--- config.mk ---
export PLATFORM = sky130hd
export DESIGN_NAME = fan_curve_ramp_controller_core
export DESIGN_NICKNAME = d
export VERILOG_FILES = /design/src/fcrc_pkg.sv /design/src/fcrc_ctrl.sv /design/src/fcrc_dp.sv /design/src/fan_curve_ramp_controller_core.sv
export SDC_FILE = /design/constraint.sdc
export NUM_CORES = 2
export LEC_CHECK = 0
export BUFFER_PORTS_ARGS = -buffer_cell sky130_fd_sc_hd__buf_2
export CORE_AREA = 2 2 376 415
export CTS_CLUSTER_SIZE = 12
export DETAILED_ROUTE_END_ITERATION = 8
export DIE_AREA = 0 0 378 417
export PLACE_DENSITY = 0.69
export SLEW_MARGIN = 25
export SYNTH_ARGS = -nofsm -noshare
export SYNTH_HDL_FRONTEND = slang
export SYNTH_SLANG_ARGS = --single-unit
--- constraint.sdc ---
create_clock -name clock -period 17.1 [get_ports clock]
set_input_delay 2.565 -clock clock [delete_from_list [all_inputs] [get_ports clock]]
set_output_delay 2.565 -clock clock [all_outputs]
set_load 0.1 [all_outputs]
--- src/fcrc_pkg.sv ---
package fcrc_pkg;

   localparam logic [15:0] RPM_FLOOR     = 16'd2000;
   localparam logic [6:0]  FAILSAFE_DEG  = 7'd90;
   localparam logic [15:0] FULL_SPEED    = 16'hFFFF;

   localparam int          DIV_STEPS     = 32;

   // register indexes
   localparam logic [1:0]  REG_POINT_COUNT  = 2'd0;
   localparam logic [1:0]  REG_MIN_RPM      = 2'd1;
   localparam logic [1:0]  REG_RAMP_DOWN_MS = 2'd2;

   localparam logic OP_SAMPLE = 1'b0;
   localparam logic OP_WRITE  = 1'b1;

   // controller to datapath
   typedef struct packed {
      logic load_sample;
      logic write_point;
      logic rd0;
      logic cap_lo0;
      logic rd_next;
      logic no_more;
      logic cmp;
      logic l1_setup;
      logic div_load;
      logic div_step;
      logic apply_tgt;
      logic l2_setup;
      logic out_load;
   } cmd_type;

   // datapath to controller
   typedef struct packed {
      logic fail;
      logic more;
      logic hit;
      logic div_last;
      logic out_free;
   } sts_type;

endpackage

--- src/fcrc_ctrl.sv ---
module fcrc_ctrl (
   input  logic              clock,
   input  logic              reset,
   input  logic              req_valid,
   input  logic              req_operation,
   output logic              req_stall,
   input  fcrc_pkg::sts_type sts,
   output fcrc_pkg::cmd_type cmd
);

   localparam logic [3:0] S_IDLE  = 4'd0;
   localparam logic [3:0] S_CHECK = 4'd1;
   localparam logic [3:0] S_RD0   = 4'd2;
   localparam logic [3:0] S_RD0W  = 4'd3;
   localparam logic [3:0] S_SRCH  = 4'd4;
   localparam logic [3:0] S_SRCHW = 4'd5;
   localparam logic [3:0] S_L1    = 4'd6;
   localparam logic [3:0] S_LD1   = 4'd7;
   localparam logic [3:0] S_DIV1  = 4'd8;
   localparam logic [3:0] S_TGT   = 4'd9;
   localparam logic [3:0] S_L2    = 4'd10;
   localparam logic [3:0] S_LD2   = 4'd11;
   localparam logic [3:0] S_DIV2  = 4'd12;
   localparam logic [3:0] S_OUT   = 4'd13;

   logic [3:0] state_ff, state_in;

   // held off during reset so no word is taken and then lost
   assign req_stall = reset || (state_ff != S_IDLE);

   always_comb begin
      cmd      = '0;
      state_in = state_ff;
      case (state_ff)
         S_IDLE: begin
            if (req_valid && !req_stall) begin
               if (req_operation == fcrc_pkg::OP_WRITE) begin
                  cmd.write_point = 1'b1;
               end else begin
                  cmd.load_sample = 1'b1;
                  state_in        = S_CHECK;
               end
            end
         end
         S_CHECK: state_in = sts.fail ? S_OUT : S_RD0;
         S_RD0: begin
            cmd.rd0  = 1'b1;
            state_in = S_RD0W;
         end
         S_RD0W: begin
            cmd.cap_lo0 = 1'b1;
            state_in    = S_SRCH;
         end
         S_SRCH: begin
            if (sts.more) begin
               cmd.rd_next = 1'b1;
               state_in    = S_SRCHW;
            end else begin
               cmd.no_more = 1'b1;
               state_in    = S_L1;
            end
         end
         S_SRCHW: begin
            cmd.cmp  = 1'b1;
            state_in = sts.hit ? S_SRCH : S_L1;
         end
         S_L1: begin
            cmd.l1_setup = 1'b1;
            state_in     = S_LD1;
         end
         S_LD1: begin
            cmd.div_load = 1'b1;
            state_in     = S_DIV1;
         end
         S_DIV1: begin
            cmd.div_step = 1'b1;
            if (sts.div_last) state_in = S_TGT;
         end
         S_TGT: begin
            cmd.apply_tgt = 1'b1;
            state_in      = S_L2;
         end
         S_L2: begin
            cmd.l2_setup = 1'b1;
            state_in     = S_LD2;
         end
         S_LD2: begin
            cmd.div_load = 1'b1;
            state_in     = S_DIV2;
         end
         S_DIV2: begin
            cmd.div_step = 1'b1;
            if (sts.div_last) state_in = S_OUT;
         end
         S_OUT: begin
            if (sts.out_free) begin
               cmd.out_load = 1'b1;
               state_in     = S_IDLE;
            end
         end
         default: state_in = S_IDLE;
      endcase
   end

   always_ff @(posedge clock) begin
      if (reset) begin
         state_ff <= S_IDLE;
      end else begin
         state_ff <= state_in;
      end
   end

endmodule

--- src/fcrc_dp.sv ---
module fcrc_dp #(
   parameter int MAX_POINTS = 16
) (
   input  logic                clock,
   input  logic                reset,
   input  fcrc_pkg::cmd_type   cmd,
   output fcrc_pkg::sts_type   sts,
   input  logic [4:0]          cfg_point_count,
   input  logic [15:0]         cfg_min_rpm,
   input  logic [15:0]         cfg_ramp_down_ms,
   input  logic signed [15:0]  req_temperature,
   input  logic                req_sensor_ok,
   input  logic [31:0]         req_time_ms,
   input  logic [3:0]          req_point_index,
   input  logic [6:0]          req_point_temp,
   input  logic [15:0]         req_point_rpm,
   input  logic [15:0]         req_point_ramp_ms,
   output logic                rsp_valid,
   input  logic                rsp_stall,
   output logic [15:0]         rsp_fan_speed,
   output logic                rsp_fail_safe
);

   localparam int IDX_W = $clog2(MAX_POINTS);
   localparam int CNT_W = $clog2(MAX_POINTS + 1);
   localparam int WIDE_W = IDX_W + 4;

   // curve point store: temp, rpm, ramp
   logic [38:0] mem [MAX_POINTS];
   logic [38:0] rdata_ff;
   logic [IDX_W-1:0] rd_addr;

   logic signed [15:0] temp_ff;
   logic               fail_ff;
   logic [31:0]        time_ff;
   logic               started_ff;
   logic [15:0]        target_ff, from_ff, last_ff, len_ff;
   logic [31:0]        start_ff;
   logic [IDX_W-1:0]   lo_ff;
   logic [38:0]        lo_data_ff, hi_data_ff;

   logic [31:0] prod_ff;
   logic [15:0] a_ff, divisor_ff;
   logic        neg_ff;
   logic [16:0] rem_ff;
   logic [31:0] quo_ff;
   logic [5:0]  cnt_ff;

   logic        out_valid_ff;
   logic [15:0] out_speed_ff;
   logic        out_fs_ff;

   logic [WIDE_W-1:0] wr_wide;
   logic [CNT_W-1:0]  used_n;
   logic [CNT_W-1:0]  lo_next;
   logic [6:0]        deg;
   logic [15:0]       init_rpm;
   logic [16:0]       lerp_wide;
   logic [15:0]       lerp_res;
   logic [6:0]        lt, ht;
   logic signed [17:0] lt_scaled;
   logic              use_l1;
   logic [14:0]       num, den;
   logic [15:0]       ls, hs, dlt1;
   logic [31:0]       elapsed;
   logic              direct;
   logic [15:0]       dlt2;
   logic [16:0]       shifted;
   logic              ge;

   assign wr_wide = {{IDX_W{1'b0}}, req_point_index};

   always_comb begin
      if (cfg_point_count == 5'd0) used_n = CNT_W'(1);
      else if (32'(cfg_point_count) > MAX_POINTS) used_n = CNT_W'(MAX_POINTS);
      else if (CNT_W >= 5) used_n = CNT_W'(cfg_point_count);
      else used_n = cfg_point_count[CNT_W-1:0];
   end

   assign lo_next = CNT_W'(lo_ff) + CNT_W'(1);
   assign deg     = temp_ff[15] ? 7'd0 : temp_ff[14:8];
   assign init_rpm = (cfg_min_rpm < fcrc_pkg::RPM_FLOOR) ? fcrc_pkg::RPM_FLOOR : cfg_min_rpm;

   // shared lerp: a +/- quotient, rounding toward floor
   always_comb begin
      if (neg_ff) lerp_wide = {1'b0, a_ff} - {1'b0, quo_ff[15:0]} - 17'(rem_ff != 17'd0);
      else        lerp_wide = {1'b0, a_ff} + {1'b0, quo_ff[15:0]};
   end
   assign lerp_res = lerp_wide[15:0];

   // curve interpolation operands
   assign lt = lo_data_ff[38:32];
   assign ht = hi_data_ff[38:32];
   assign ls = lo_data_ff[31:16];
   assign hs = hi_data_ff[31:16];
   assign lt_scaled = {3'b000, lt, 8'd0};
   assign use_l1 = (ht > lt) && (18'(temp_ff) > lt_scaled);
   always_comb begin
      num = 15'(18'(temp_ff) - lt_scaled);
      den = {ht - lt, 8'd0};
      if (num >= den) num = den;
   end
   assign dlt1 = (hs >= ls) ? hs - ls : ls - hs;

   // ramp operands
   assign elapsed = time_ff - start_ff;
   assign direct  = (len_ff == 16'd0) || (elapsed >= {16'd0, len_ff});
   assign dlt2    = (target_ff >= from_ff) ? target_ff - from_ff : from_ff - target_ff;

   // restoring divider step
   assign shifted = {rem_ff[15:0], quo_ff[31]};
   assign ge      = shifted >= {1'b0, divisor_ff};

   always_comb begin
      sts.fail     = fail_ff;
      sts.more     = lo_next < used_n;
      sts.hit      = rdata_ff[38:32] <= deg;
      sts.div_last = cnt_ff == 6'(fcrc_pkg::DIV_STEPS - 1);
      sts.out_free = !out_valid_ff || !rsp_stall;
   end

   always_comb begin
      if (cmd.rd0) rd_addr = '0;
      else         rd_addr = lo_next[IDX_W-1:0];
   end

   always_ff @(posedge clock) begin
      if (cmd.write_point && (32'(wr_wide) < MAX_POINTS)) begin
         mem[wr_wide[IDX_W-1:0]] <= {req_point_temp, req_point_rpm, req_point_ramp_ms};
      end
      if (cmd.rd0 || cmd.rd_next) rdata_ff <= mem[rd_addr];
   end

   always_ff @(posedge clock) begin
      if (cmd.load_sample) begin
         temp_ff <= req_temperature;
         time_ff <= req_time_ms;
         fail_ff <= !req_sensor_ok ||
                    (!req_temperature[15] && req_temperature[14:8] >= fcrc_pkg::FAILSAFE_DEG);
      end
      if (cmd.cap_lo0) begin
         lo_ff      <= '0;
         lo_data_ff <= rdata_ff;
      end
      if (cmd.no_more) hi_data_ff <= lo_data_ff;
      if (cmd.cmp) begin
         if (sts.hit) begin
            lo_ff      <= lo_next[IDX_W-1:0];
            lo_data_ff <= rdata_ff;
         end else begin
            hi_data_ff <= rdata_ff;
         end
      end
      if (cmd.l1_setup) begin
         if (use_l1) begin
            prod_ff    <= 32'(dlt1) * 32'(num);
            divisor_ff <= {1'b0, den};
            neg_ff     <= hs < ls;
         end else begin
            prod_ff    <= '0;
            divisor_ff <= 16'd1;
            neg_ff     <= 1'b0;
         end
         a_ff <= ls;
      end
      if (cmd.l2_setup) begin
         if (direct) begin
            prod_ff    <= '0;
            divisor_ff <= 16'd1;
            neg_ff     <= 1'b0;
            a_ff       <= target_ff;
         end else begin
            prod_ff    <= 32'(dlt2) * 32'(elapsed[15:0]);
            divisor_ff <= len_ff;
            neg_ff     <= target_ff < from_ff;
            a_ff       <= from_ff;
         end
      end
      if (cmd.div_load) begin
         rem_ff <= '0;
         quo_ff <= prod_ff;
         cnt_ff <= '0;
      end
      if (cmd.div_step) begin
         rem_ff <= ge ? shifted - {1'b0, divisor_ff} : shifted;
         quo_ff <= {quo_ff[30:0], ge};
         cnt_ff <= cnt_ff + 6'd1;
      end
   end

   // ramp state
   always_ff @(posedge clock) begin
      if (reset) begin
         started_ff <= 1'b0;
         target_ff  <= fcrc_pkg::RPM_FLOOR;
         from_ff    <= fcrc_pkg::RPM_FLOOR;
         last_ff    <= fcrc_pkg::RPM_FLOOR;
         start_ff   <= '0;
         len_ff     <= '0;
      end else begin
         if (cmd.load_sample && !started_ff) begin
            started_ff <= 1'b1;
            target_ff  <= init_rpm;
            from_ff    <= init_rpm;
            last_ff    <= init_rpm;
            start_ff   <= '0;
            len_ff     <= cfg_ramp_down_ms;
         end
         if (cmd.apply_tgt && (lerp_res != target_ff)) begin
            target_ff <= lerp_res;
            start_ff  <= time_ff;
            from_ff   <= last_ff;
            len_ff    <= (lerp_res > last_ff) ? hi_data_ff[15:0] : cfg_ramp_down_ms;
         end
         if (cmd.out_load && !fail_ff) last_ff <= lerp_res;
      end
   end

   always_ff @(posedge clock) begin
      if (reset) begin
         out_valid_ff <= 1'b0;
      end else if (cmd.out_load) begin
         out_valid_ff <= 1'b1;
      end else if (!rsp_stall) begin
         out_valid_ff <= 1'b0;
      end
   end

   always_ff @(posedge clock) begin
      if (cmd.out_load) begin
         out_speed_ff <= fail_ff ? fcrc_pkg::FULL_SPEED : lerp_res;
         out_fs_ff    <= fail_ff;
      end
   end

   assign rsp_valid     = out_valid_ff;
   assign rsp_fan_speed = out_speed_ff;
   assign rsp_fail_safe = out_fs_ff;

endmodule

--- src/fan_curve_ramp_controller_core.sv ---
// fan curve ramp controller: curve points are loaded with write words and take
// no result; each sample word gives one result word. a failed or overheated
// (90 C and up) sample returns full speed with fail_safe set. a normal sample
// walks the curve point by point, a read and then a compare for each, through
// the single read port of the point store, then runs two 32-step serial
// divisions (curve interpolation, then ramp fraction). one sample is worked at
// a time; the next word can be taken as soon as the result sits in the output
// register, even while that result is stalled
module fan_curve_ramp_controller_core #(
   parameter int MAX_POINTS = 16
) (
   input  logic               clock,
   input  logic               reset,
   // input words
   input  logic               req_valid,
   output logic               req_stall,
   input  logic               req_operation,
   input  logic signed [15:0] req_temperature,
   input  logic               req_sensor_ok,
   input  logic [31:0]        req_time_ms,
   input  logic [3:0]         req_point_index,
   input  logic [6:0]         req_point_temp,
   input  logic [15:0]        req_point_rpm,
   input  logic [15:0]        req_point_ramp_ms,
   // result words
   output logic               rsp_valid,
   input  logic               rsp_stall,
   output logic [15:0]        rsp_fan_speed,
   output logic               rsp_fail_safe,
   // register port
   input  logic               psel,
   input  logic               penable,
   input  logic               pwrite,
   input  logic [3:0]         paddr,
   input  logic [31:0]        pwdata,
   output logic [31:0]        prdata,
   output logic               pready
);

   fcrc_pkg::cmd_type cmd;
   fcrc_pkg::sts_type sts;

   logic [4:0]  point_count_ff;
   logic [15:0] min_rpm_ff;
   logic [15:0] ramp_down_ff;
   logic        csr_wr;
   logic [1:0]  csr_idx;

   // registers sit on word addresses, low address bits ignored
   assign pready  = 1'b1;
   assign csr_idx = paddr[3:2];
   assign csr_wr  = psel && penable && pwrite;

   always_ff @(posedge clock) begin
      if (reset) begin
         point_count_ff <= 5'd1;
         min_rpm_ff     <= fcrc_pkg::RPM_FLOOR;
         ramp_down_ff   <= '0;
      end else if (csr_wr) begin
         case (csr_idx)
            fcrc_pkg::REG_POINT_COUNT:  point_count_ff <= pwdata[4:0];
            fcrc_pkg::REG_MIN_RPM:      min_rpm_ff     <= pwdata[15:0];
            fcrc_pkg::REG_RAMP_DOWN_MS: ramp_down_ff   <= pwdata[15:0];
            default: ;
         endcase
      end
   end

   // read back
   always_comb begin
      case (csr_idx)
         fcrc_pkg::REG_POINT_COUNT:  prdata = {27'd0, point_count_ff};
         fcrc_pkg::REG_MIN_RPM:      prdata = {16'd0, min_rpm_ff};
         fcrc_pkg::REG_RAMP_DOWN_MS: prdata = {16'd0, ramp_down_ff};
         default:                    prdata = '0;
      endcase
   end

   // sequencer: search, divide, ramp update
   fcrc_ctrl u_ctrl (
      .clock         (clock),
      .reset         (reset),
      .req_valid     (req_valid),
      .req_operation (req_operation),
      .req_stall     (req_stall),
      .sts           (sts),
      .cmd           (cmd)
   );

   // point store, shared divider, ramp state and output register
   fcrc_dp #(
      .MAX_POINTS (MAX_POINTS)
   ) u_dp (
      .clock             (clock),
      .reset             (reset),
      .cmd               (cmd),
      .sts               (sts),
      .cfg_point_count   (point_count_ff),
      .cfg_min_rpm       (min_rpm_ff),
      .cfg_ramp_down_ms  (ramp_down_ff),
      .req_temperature   (req_temperature),
      .req_sensor_ok     (req_sensor_ok),
      .req_time_ms       (req_time_ms),
      .req_point_index   (req_point_index),
      .req_point_temp    (req_point_temp),
      .req_point_rpm     (req_point_rpm),
      .req_point_ramp_ms (req_point_ramp_ms),
      .rsp_valid         (rsp_valid),
      .rsp_stall         (rsp_stall),
      .rsp_fan_speed     (rsp_fan_speed),
      .rsp_fail_safe     (rsp_fail_safe)
   );

endmodule

==> reports/metrics.json <==
{
  "clock_tree": {
    "cts_max_path_buffers": 3,
    "clk_pin_slew_ns": 0.06,
    "cts_made_buffers": 110,
    "cts_resized": 0,
    "tritoncts": "yes",
    "cts-root-buf": "sky130_fd_sc_hd__clkbuf_16",
    "cts-hold-fix-buffers": 0,
    "clkLatencyLatePin_ns": 0.78,
    "postCtsSetupRepairBufs": 0,
    "clkSinkCount": 1070,
    "cts_htree_levels": 3
  },
  "detailed_routing": {
    "wl_met2_um": 89100,
    "wl_met1_um": 73200,
    "drc": 0,
    "topRoutingLayerUsed": "met5",
    "drt-pass1-iter-count": 9,
    "route.final.wire_length_um": 182000,
    "post_drt_wl_per_cell_um": 20.8,
    "detailroute.via_count": 49786,
    "met3_length_um": 11500,
    "antenna_left": 0,
    "route.detailed.vias_per_inst": 5.68,
    "drtIter0Drc": 4175
  },
  "final_layout": {
    "final_area_sq_um": 75200,
    "drive_above_1_share_pct": 8.65,
    "multi_input_comb_area_sq_um": 34700,
    "layout_commonest_cell": "sky130_fd_sc_hd__edfxtp_1",
    "area_growth_pct": 9.74,
    "nFillCells": 13844,
    "final_core_utilization_pct": 49.0,
    "final_cell_mix": "sky130_fd_sc_hd__edfxtp_1 (849), sky130_fd_sc_hd__inv_1 (752), sky130_fd_sc_hd__nand2_1 (727)",
    "design.final.nets": 7562,
    "ff_latch_area_sq_um": 29900
  },
  "critical_path": {
    "worst-path-max-fanout": 16,
    "setup.worst_path.start_class": "flop",
    "critPathKind": "reg -> reg",
    "critPathMaxStageDelay_ns": 0.62,
    "reg2reg_setup_slack_ns": 6.12,
    "critPathRequiredTime_ns": 17.56,
    "cp.arrival_ns": 11.44,
    "critPathCaptureType": "flop",
    "worst_path_max_delay_cell": "sky130_fd_sc_hd__o21a_1"
  },
  "floorplanning": {
    "floorplan.initialDensity_pct": 44.7,
    "total_die_area_sq_um": 158000,
    "die-height_um": 417,
    "io-pin-count": 188,
    "fp-row-count": 151,
    "placeableCoreArea_sq_um": 153000,
    "floorplan.die.width_um": 378
  },
  "synth": {
    "netlist-cell-type-count": 104,
    "synth_flop_cell": "sky130_fd_sc_hd__edfxtp_1",
    "number_of_warnings_issued_by_yosys": 0,
    "postSynthCellCount": 6562,
    "post_synth_instance_area_sq_um": 68500,
    "synth_seq_area_share_pct": 43.7,
    "syn-mean-instance-area_sq_um": 10.4,
    "synth-async-reset-ratio_pct": 0,
    "count_of_state_elements_after_synthesis": 1070,
    "synth_enable_flop_cells": 849
  },
  "sta": {
    "timing.final.crit_period_ns": 10.98,
    "timing.final.hold_violations": 0,
    "finalSetupTns_ns": 0,
    "report.final.slew_viol_count": 0,
    "holdWs_ns": 0.467,
    "final.setup_skew_ns": 0.0921,
    "fmaxAchievable_ghz": 0.0911,
    "rsz0062_at_grt": "no",
    "crit_share_post_route_pct": 64.2,
    "max_slew.worst_pin.slew_ns": 1.07,
    "timing.slew.headroom_pct": 28.3,
    "setup_viol_count_final": 0
  },
  "global_routing": {
    "antenna_found_initial": 18,
    "first_pass_grt_wire_length_um": 279000,
    "first_global_vias": 49132,
    "grt_max_degree": 91,
    "track_usage_pct": 22.8,
    "grt_remaining_overflow": 0
  },
  "flow_run": {
    "drv.max_cap_violation_count": 0
  },
  "min_path": {
    "worstHoldPathType": "reg -> reg"
  },
  "placement": {
    "place.detailed.hpwl_um": 126000,
    "placed_area_sq_um": 71700,
    "port_buffers": 152,
    "place.gp.congestion": 0.934
  },
  "run_status": {
    "outcome": "finished, final reports clean"
  }
}
[worst paths after layout]
kind              cells past startpoint         startpoint           endpoint
hold / removal                        2  u_dp.start_ff[27]  u_dp.start_ff[27]
hold reg to reg                       2  u_dp.start_ff[27]  u_dp.start_ff[27]
setup reg to reg                     39  u_dp.target_ff[0]   u_dp.prod_ff[31]
setup / recovery                     39  u_dp.target_ff[0]   u_dp.prod_ff[31]
[worst max-delay path: cells and delay by family, from the launching register on]
kind,cells,cell delay [ns]
adder cells (fa/ha/maj),9,3.96
AO/OA/AOI/OAI,12,3.45
AND/OR/NAND/NOR,7,1.39
buffers and inverters,8,0.73
multiplexers,1,0.47
flip-flops,1,0.41
XOR/XNOR,2,0.30
[cell type report]
type / count / share of cell area [%]
inverter: 761 / 3.80
clock inverter: 32 / 0.606
sequential: 1070 / 39.8
multi-input combinational: 4415 / 46.2
tap: 2065 / 3.44
clock buffer: 153 / 4.00
timing repair buffer: 266 / 2.18
antenna: 4 / 0.0133
[per-layer routing]
metal / vias to the layer above / GRT usage, %
li1: 23033 / -
met5: - / 0
met3: 398 / 3.19
met1: 24550 / 28.8
met4: 18 / 9.93
met2: 1787 / 38.9
[cell usage after synthesis (12+ instances only)]
cell type | instances | area share [%]
sky130_fd_sc_hd__o22ai_1 | 96 | 0.88
sky130_fd_sc_hd__o21a_1 | 39 | 0.43
sky130_fd_sc_hd__o221ai_1 | 39 | 0.50
sky130_fd_sc_hd__or3_1 | 30 | 0.27
sky130_fd_sc_hd__a21boi_0 | 14 | 0.15
sky130_fd_sc_hd__nor2_1 | 522 | 2.9
sky130_fd_sc_hd__ha_1 | 417 | 7.6
sky130_fd_sc_hd__nor4_1 | 23 | 0.21
sky130_fd_sc_hd__o2bb2ai_1 | 12 | 0.15
sky130_fd_sc_hd__nand2b_1 | 68 | 0.62
sky130_fd_sc_hd__mux2_2 | 31 | 0.51
sky130_fd_sc_hd__nand4_1 | 40 | 0.37
sky130_fd_sc_hd__dfxtp_1 | 221 | 6.5
sky130_fd_sc_hd__fa_1 | 385 | 11
sky130_fd_sc_hd__buf_2 | 28 | 0.20
sky130_fd_sc_hd__a22o_1 | 15 | 0.19
sky130_fd_sc_hd__a311oi_1 | 45 | 0.58
sky130_fd_sc_hd__buf_1 | 26 | 0.14
sky130_fd_sc_hd__nand3_1 | 91 | 0.66
sky130_fd_sc_hd__o211ai_1 | 27 | 0.30
sky130_fd_sc_hd__nand2_1 | 729 | 4.0
sky130_fd_sc_hd__buf_4 | 20 | 0.22
sky130_fd_sc_hd__nor3_1 | 62 | 0.45
sky130_fd_sc_hd__a21o_1 | 88 | 0.96
sky130_fd_sc_hd__o21ai_0 | 205 | 1.5
sky130_fd_sc_hd__and3_1 | 92 | 0.84
sky130_fd_sc_hd__mux2i_1 | 209 | 3.1
sky130_fd_sc_hd__a221oi_1 | 19 | 0.24
sky130_fd_sc_hd__a211oi_1 | 141 | 1.5
sky130_fd_sc_hd__a21oi_1 | 342 | 2.5
sky130_fd_sc_hd__nor2b_1 | 41 | 0.37
sky130_fd_sc_hd__xnor2_1 | 111 | 1.4
sky130_fd_sc_hd__o31a_1 | 13 | 0.17
sky130_fd_sc_hd__xor2_1 | 66 | 0.84
sky130_fd_sc_hd__and2_1 | 36 | 0.33
sky130_fd_sc_hd__a31oi_1 | 82 | 0.75
sky130_fd_sc_hd__edfxtp_1 | 849 | 37
sky130_fd_sc_hd__nand3b_1 | 19 | 0.21
sky130_fd_sc_hd__o21bai_1 | 23 | 0.25
sky130_fd_sc_hd__inv_1 | 753 | 4.1
sky130_fd_sc_hd__or2_2 | 34 | 0.31
sky130_fd_sc_hd__clkbuf_1 | 252 | 1.4
sky130_fd_sc_hd__a211o_1 | 25 | 0.32
[metrics by stage]
stage	setup WS (ns)	instances
2_1_floorplan	7.69	6577
3_3_place_gp	6.39	8576
3_5_place_dp	6.25	8576
4_1_cts	6.19	8761
5_1_grt	5.59	8766
6_report	6.12	8766
[flip-flops by register name, summed over array words and instances, names as in the netlist, 17 cells and up]
| name | count |
|---|---|
| u_dp.time_ff | 32 |
| u_dp.start_ff | 32 |
| u_dp.lo_data_ff | 39 |
| u_dp.mem | 624 |
| u_dp.rem_ff | 17 |
| u_dp.quo_ff | 32 |
| u_dp.rdata_ff | 39 |
| u_dp.prod_ff | 32 |
| u_dp.hi_data_ff | 39 |
[logic make-up after synthesis]
logic type | synth area share [%]
AND/OR/NAND/NOR | 12.1
AO/OA/AOI/OAI | 13.0
buffers and inverters | 6.19
flip-flops | 43.7
adder cells (fa/ha/maj) | 18.9
multiplexers | 3.69
XOR/XNOR | 2.38
other | 0.0110
Power is not shown: default switching activity piles up to over one toggle a cycle in this logic, so the estimate is an artifact.
